===== src/rtl/qrs_pkg.sv =====
`timescale 1ns / 1ps
// ----------------------------------------------------------------------------
// Quadratic root solver package
// Shared widths, codes and item types for the solver pipeline.
// ----------------------------------------------------------------------------
package qrs_pkg;

    localparam int FRAC_BITS = 16;
    localparam int COEF_W    = 32;
    localparam int THR_W     = 16;
    localparam logic [THR_W-1:0] THR_RESET = 16'd66;

    localparam int PROD_W   = 2 * COEF_W;
    localparam int DISC_W   = PROD_W + 2;
    localparam int ROOT_W   = DISC_W / 2;
    localparam int SREM_W   = ROOT_W + 2;
    localparam int SQ_STEPS = ROOT_W;
    localparam int NB_W     = COEF_W + 1;
    localparam int DEN_W    = COEF_W + 2;
    localparam int DMAG_W   = DEN_W - 1;
    localparam int NUMS_W   = ROOT_W + 2;
    localparam int NMAG_W   = NUMS_W - 1;
    localparam int DIVN_W   = NMAG_W + FRAC_BITS;

    localparam logic [DIVN_W-1:0] QNEG_LIM =
        {{(DIVN_W-COEF_W){1'b0}}, 1'b1, {(COEF_W-1){1'b0}}};
    localparam logic [DIVN_W-1:0] QPOS_LIM = QNEG_LIM - 1'b1;

    localparam logic [1:0] KIND_NONE = 2'd0;
    localparam logic [1:0] KIND_ONE  = 2'd1;
    localparam logic [1:0] KIND_TWO  = 2'd2;
    localparam logic [1:0] KIND_INF  = 2'd3;

    typedef enum logic [2:0] {
        MODE_NONE = 3'd0,
        MODE_INF  = 3'd1,
        MODE_LIN  = 3'd2,
        MODE_ONE  = 3'd3,
        MODE_TWO  = 3'd4
    } mode_t;

    typedef struct packed {
        logic signed [COEF_W-1:0] coeff_a;
        logic signed [COEF_W-1:0] coeff_b;
        logic signed [COEF_W-1:0] coeff_c;
    } qrs_in_t;

    typedef struct packed {
        logic [1:0]               root_kind;
        logic signed [COEF_W-1:0] root_one;
        logic signed [COEF_W-1:0] root_two;
        logic                     root_overflow;
    } qrs_out_t;

    typedef struct packed {
        mode_t             mode;
        logic [NB_W-1:0]   nb;
        logic [DEN_W-1:0]  den;
    } sq_meta_t;

    typedef struct packed {
        mode_t mode;
        logic  neg_one;
        logic  neg_two;
    } div_meta_t;

endpackage


===== src/rtl/qrs_sqrt.sv =====
`timescale 1ns / 1ps
// ----------------------------------------------------------------------------
// Quadratic root solver square root
// Pipelined digit-by-digit integer square root, one result bit per stage.
// ----------------------------------------------------------------------------
module qrs_sqrt (
    input  logic                           clk,
    input  logic                           rst_n,
    input  logic                           en,
    input  logic                           in_valid,
    input  qrs_pkg::sq_meta_t              in_meta,
    input  logic [qrs_pkg::DISC_W-1:0]     in_x,
    output logic                           out_valid,
    output qrs_pkg::sq_meta_t              out_meta,
    output logic [qrs_pkg::ROOT_W-1:0]     out_root
);
    import qrs_pkg::*;

    logic [SQ_STEPS-1:0] vld_reg;
    logic [SQ_STEPS-1:0] vld_next;
    logic [DISC_W-1:0]   x_reg    [SQ_STEPS];
    logic [DISC_W-1:0]   x_next   [SQ_STEPS];
    logic [SREM_W-1:0]   rem_reg  [SQ_STEPS];
    logic [SREM_W-1:0]   rem_next [SQ_STEPS];
    logic [ROOT_W-1:0]   root_reg [SQ_STEPS];
    logic [ROOT_W-1:0]   root_next[SQ_STEPS];
    sq_meta_t            meta_reg [SQ_STEPS];
    sq_meta_t            meta_next[SQ_STEPS];

    always_comb
    begin
        logic [DISC_W-1:0] xs;
        logic [SREM_W-1:0] rs;
        logic [SREM_W-1:0] rt;
        logic [SREM_W-1:0] trial;
        logic [ROOT_W-1:0] qs;
        for (int k = 0; k < SQ_STEPS; k++)
        begin
            if (k == 0)
            begin
                xs           = in_x;
                rs           = '0;
                qs           = '0;
                vld_next[k]  = in_valid;
                meta_next[k] = in_meta;
            end
            else
            begin
                xs           = x_reg[k-1];
                rs           = rem_reg[k-1];
                qs           = root_reg[k-1];
                vld_next[k]  = vld_reg[k-1];
                meta_next[k] = meta_reg[k-1];
            end
            rt    = {rs[SREM_W-3:0], xs[DISC_W-1 -: 2]};
            trial = {qs, 2'b01};
            if (rt >= trial)
            begin
                rem_next[k]  = rt - trial;
                root_next[k] = {qs[ROOT_W-2:0], 1'b1};
            end
            else
            begin
                rem_next[k]  = rt;
                root_next[k] = {qs[ROOT_W-2:0], 1'b0};
            end
            x_next[k] = {xs[DISC_W-3:0], 2'b00};
        end
    end

    always_ff @(posedge clk or negedge rst_n)
    begin
        if (!rst_n)
        begin
            vld_reg <= '0;
        end
        else if (en)
        begin
            vld_reg <= vld_next;
        end
    end

    always_ff @(posedge clk)
    begin
        if (en)
        begin
            x_reg    <= x_next;
            rem_reg  <= rem_next;
            root_reg <= root_next;
            meta_reg <= meta_next;
        end
    end

    assign out_valid = vld_reg[SQ_STEPS-1];
    assign out_meta  = meta_reg[SQ_STEPS-1];
    assign out_root  = root_reg[SQ_STEPS-1];

endmodule


===== config.mk =====
export PLATFORM = sky130hd
export DESIGN_NAME = qrs_sqrt
export DESIGN_NICKNAME = d
export VERILOG_FILES = /design/src/rtl/qrs_pkg.sv /design/src/rtl/qrs_sqrt.sv
export SDC_FILE = /design/constraint.sdc
export NUM_CORES = 2
export LEC_CHECK = 0
export BUFFER_PORTS_ARGS = -buffer_cell sky130_fd_sc_hd__buf_2
export CAP_MARGIN = 20
export CORE_AREA = 2 2 629 631
export DETAILED_ROUTE_END_ITERATION = 16
export DIE_AREA = 0 0 631 633
export HOLD_SLACK_MARGIN = 0.02
export SLEW_MARGIN = 20
export SYNTH_ARGS = -nofsm -noshare
export SYNTH_HDL_FRONTEND = slang
export SYNTH_SLANG_ARGS = --single-unit

===== constraint.sdc =====
create_clock -name clk -period 5.8 [get_ports clk]
set_clock_uncertainty 0.15 [all_clocks]
set_input_delay 0.87 -clock clk [delete_from_list [all_inputs] [get_ports clk]]
set_output_delay 0.87 -clock clk [all_outputs]
set_load 0.05 [all_outputs]

## After elaboration in Yosys (flattened, before gate mapping)

Index checks and enable logic that the tools add are counted.

| cells by class | value |
|---|---|
| add/sub/neg operators | 32 |
| multiplexer cells | 65 |
| magnitude comparators | 33 |

Operator list:

| cell | count |
|---|---|
| 33-bit two-way mux | 31 |
| 35-bit by 10-bit >= comparator with 1-bit output | 1 |
| 35-bit by 11-bit >= comparator with 1-bit output | 1 |
| 35-bit by 12-bit >= comparator with 1-bit output | 1 |
| 35-bit by 13-bit >= comparator with 1-bit output | 1 |
| 35-bit by 14-bit >= comparator with 1-bit output | 1 |
| 35-bit by 15-bit >= comparator with 1-bit output | 1 |
| 35-bit by 16-bit >= comparator with 1-bit output | 1 |
| 35-bit by 17-bit >= comparator with 1-bit output | 1 |
| 35-bit by 18-bit >= comparator with 1-bit output | 1 |
| 35-bit by 19-bit >= comparator with 1-bit output | 1 |
| 35-bit by 20-bit >= comparator with 1-bit output | 1 |
| 35-bit by 21-bit >= comparator with 1-bit output | 1 |
| 35-bit by 22-bit >= comparator with 1-bit output | 1 |
| 35-bit by 23-bit >= comparator with 1-bit output | 1 |
| 35-bit by 24-bit >= comparator with 1-bit output | 1 |
| 35-bit by 25-bit >= comparator with 1-bit output | 1 |
| 35-bit by 26-bit >= comparator with 1-bit output | 1 |
| 35-bit by 27-bit >= comparator with 1-bit output | 1 |
| 35-bit by 28-bit >= comparator with 1-bit output | 1 |
| 35-bit by 29-bit >= comparator with 1-bit output | 1 |
| 35-bit by 3-bit >= comparator with 1-bit output | 1 |
| 35-bit by 30-bit >= comparator with 1-bit output | 1 |
| 35-bit by 31-bit >= comparator with 1-bit output | 1 |
| other kinds (44) | 76 |

| word-level totals | value |
|---|---|
| output and inout port bits | 104 |
| flip-flop bits (word level) | 4986 |
| bits of input ports | 140 |
| logic and storage cells | 328 |

## Logic depth before layout (Yosys ltp)

| depth | value |
|---|---|
| word-level depth | 2 |
| mapped depth | 16 |
| gate-level depth less buffers | 13 |

## Worst setup path before layout

No wires, ideal clock.

| timing path | value |
|---|---|
| path type | flip-flop to flip-flop |
| start point | register rem_reg[74] (netlist name) |
| end point | register rem_reg[59] (netlist name) (data pin) |
| data required time | 5.390 ns |
| slack | 2.088 ns |
| path buffers | 2 |
| setup time | 0.260 ns |
| clock period less this slack | 3.712 ns |
| arrival time | 3.302 ns |
| stages on the path, launching flop included | 14 |
| cell sequence | edfxtp_1 ha_1 a211oi_1 a22oi_1 and2_1 a31oi_1 o21ai_0 a221oi_1 o21a_1 o31a_1 o211a_1 clkbuf_1 buf_2 mux2_2 |

RTL lines:

| element | line | source |
|---|---|---|
| start: declaration | qrs_sqrt.sv:23 | `logic [SREM_W-1:0] rem_reg [SQ_STEPS];` |
| start signal: assignment | qrs_sqrt.sv:88 | `rem_reg <= rem_next;` |

==> run summary <==
1st-iter DRT viols -> 7,567
Final Critical Period -> 4.69 ns
final hold viol count -> 0
Reg power frac -> 50.4%
Final WS setup -> 1.11 ns
via count -> 95,400
crit-path most repeated cell -> o21ai_0
multi-input logic area -> 39,700 um^2
Hold Crit Class -> reg -> reg
hold depth -> 0
largest net degree at the start of global routing -> 190
Mapped Avg Cell Area -> 16.4 um^2
sequential area share after synthesis -> 77.4%
crit path kind -> reg -> reg
setup TNS -> 0 ns
Crit-path slowest cell -> a211o_2
Worst setup EP type -> flip-flop
post-route ant nets -> 0
H-tree levels -> 6
Sink Count -> 4,954
reg2reg end -> rem_reg[288]
switch share -> 25.5%
I/O Buffers -> 243
most frequent cell after synthesis -> edfxtp_1
Comb power frac -> 14.4%
Buf+Inv Stages, Crit Path -> 1
Synth top cells by count -> edfxtp_1, inv_1, a21oi_1, nand2_1, ha_1
Core Box Area -> 392,000 um^2
grt total ovfl -> 0
final slew viol count -> 0
WHS Endpoint -> x_next[393]
worst skew pair latency -> 1.00 ns
GPL Wtd Cong -> 0.896
Worst Path Arrival -> 5.26 ns
final WL -> 343,000 um
CTS Buffer Depth -> 4
Most used DFF post-synth -> edfxtp_1
max-cap viol count -> 0
CP Max Fanout -> 50
FMAX -> 0.213 GHz
Levels on crit path -> 11
Synth async-reset ratio -> 0.666%
Wirelength per Cell -> 18.8 um
Yosys reg bits -> 4,954
area grow syn2layout -> 13.9%
clk root buf -> clkbuf_16
die area -> 399,000 um^2
crit-path cells -> inv_1 > ha_1 > nand2_1 > nor2_1 > a221oi_1 > o21ai_0 > nor2b_1 > a21oi_1 > o21ai_0 > a211o_2 > mux2_2
first-pass GRT wire length -> 537,000 um
r2r setup slk -> 1.11 ns
Layout Utilization -> 55.7%
Yosys warning total -> 0
P_sw -> 0.0231 W
Slew @ Worst Pin -> 1.19 ns
number of synthesized flops with an enable pin -> 4,921
distinct cell type count after synthesis -> 91
CP startpoint kind -> flip-flop
number of global-route vias before repair -> 95,800
Final Hold Slack -> 0.247 ns
die height -> 633 um
top cell type's share of synthesized area -> 77.0%
syn_nets -> 12,500
Initial Utilization -> 49.0%
design area -> 218,000 um^2
clock-pin slew on the worst setup and hold paths -> 0.06 ns
synth top area cells -> edfxtp_1, ha_1, xnor2_1
pre-CTS setup slack -> 1.15 ns
Detail Placement HPWL -> 229,000 um
number of flip-flops in the largest register -> 2,240
Final #Nets -> 13,300
max_slew headroom -> 20.9%
Hold Path Origin -> x_next[457]
run status -> finished clean
Clk pwr share -> 35.2%
final worst-path cycle share -> 80.8%
Yosys top cell by area -> edfxtp_1
Synth Cell Area -> 192,000 um^2
share of layout cells above drive strength 1 -> 10.3%
Top-Level Pins -> 244
FP Rows -> 230
Worst Path Required -> 6.37 ns
r2r startpoint -> root_reg[301]
die width -> 631 um
initial antenna violation count -> 12
number of remaining DRC errors -> 0
unrepaired setup endpoints after global routing -> no
# fillers -> 30,500
total global routing track utilization -> 16.9%
pwr dens -> 416 nW/um^2
cell internal pwr -> 0.0677 W
placed cell area -> 200,000 um^2
top cell family by delay on the critical path -> compound AO/OA/AOI/OAI gates
Syn Inst Count -> 11,700
first-pass iteration count of the detailed router -> 6
CTS tree -> built
CP max stage delay -> 0.87 ns
Via density -> 5.24
worst vdd ir -> 0.295 mV
Seq. cell area -> 149,000 um^2
Num CTS Buffers -> 530
Setup-failing EPs final -> 0
Lkg Pwr -> 80.4 nW
R2R depth -> 11
power groups by stage:
| stage | clock [W] | sequential (W) | combinational, W |
|---|---|---|---|
| 3_3_place_gp | 0 | 0.0465 | 0.0127 |
| 4_1_cts | 0.0331 | 0.0459 | 0.0130 |
| 2_1_floorplan | 0 | 0.0457 | 0.00911 |
| 6_report | 0.0320 | 0.0458 | 0.0130 |
| 3_5_place_dp | 0 | 0.0466 | 0.0128 |
| 5_1_grt | 0.0345 | 0.0462 | 0.0146 |
worst reg2reg max path, cell delays in order, from the launching register on:
cell      delay (ns)
edfxtp_1        0.36
inv_1           0.06
ha_1            0.38
nand2_1         0.11
nor2_1          0.20
a221oi_1        0.16
o21ai_0         0.31
nor2b_1         0.37
a21oi_1         0.23
o21ai_0         0.76
a211o_2         0.87
mux2_2          0.47
timing repair:
item,in CTS,in global routing
endpoints found under the hold margin,171,0
hold buffers,139,0
resized for setup,0,0
buffers inserted,0,0
setup endpoints to repair,0,0
worst max-delay path by stage:
stage                  start      endpoint  slack, ns
2_1_floorplan    rem_reg[74]   rem_reg[59]       2.09
3_3_place_gp   root_reg[462]  rem_reg[456]       0.98
3_5_place_dp     rem_reg[74]   rem_reg[40]       1.15
4_1_cts          rem_reg[74]   rem_reg[51]       1.12
5_1_grt          rem_reg[74]   rem_reg[49]       0.81
6_report       root_reg[301]  rem_reg[288]       1.11
cell families (layout without fill, tap and decap cells):
group	after synthesis	count (layout)	synth area share, %
flops	4954	4954	77.4
buf+inv	944	2215	1.86
xor+xnor	820	820	3.74
compound gates	1860	1860	5.97
other cells	1	4	0.00195
mux	171	171	0.992
simple gates	2365	2365	6.08
fa+ha+maj	598	598	3.90
cell usage in the layout (no fill, tap or decap), types with 26 or more instances in the layout:
cell	netlist	final
buf_12	0	40
buf_4	1	101
a21oi_1	619	619
xnor2_1	445	445
o21ai_0	458	458
and3_1	52	52
clkinv_1	0	109
nand4_1	108	108
mux2_2	153	153
o21a_1	93	93
clkinv_2	0	76
a211oi_1	41	41
o211ai_1	26	26
bufinv_16	0	27
nor3_1	199	199
dfrtp_1	33	33
edfxtp_1	4921	4921
or4_1	51	51
a31oi_1	46	46
dlygate4sd3_1	0	139
o31ai_1	47	46
nand2b_1	109	109
or2_2	48	48
nor2_1	594	593
o21bai_1	50	50
xor2_1	375	375
inv_1	750	750
ha_1	598	598
and2_1	60	60
buf_2	16	242
nand2_1	612	612
nor4_1	103	102
clkbuf_1	160	120
nor2b_1	84	84
or3_1	93	93
a21boi_0	32	31
clkbuf_16	0	541
nand3_1	146	146
a21o_1	277	277
through the flow:
step / cells / total power [W]
floorplan: 11700 / 0.0548
global placement: 17100 / 0.0592
detailed placement: 17100 / 0.0594
CTS: 18200 / 0.0920
global route: 18200 / 0.0952
finish: 18200 / 0.0908
final cells by class:
cell class	instances	share of cell area [%]
sequential	4954	68.0
multi-input combinational	5815	18.2
clock buffer	662	6.41
tap	5220	2.99
timing repair buffer	522	1.90
inverter	751	1.29
clock inverter	280	1.20
antenna	3	0.00344
routing by layer:
layer  vias up  wire length (um)  track usage, %
met1     46900            157000            23.8
met5         -                 0               0
met2      1971            161000            27.3
met4         0             10000            5.40
met3       604             15700            2.60
li1      45900                 -               -
Power figures use the tool's default switching activity.
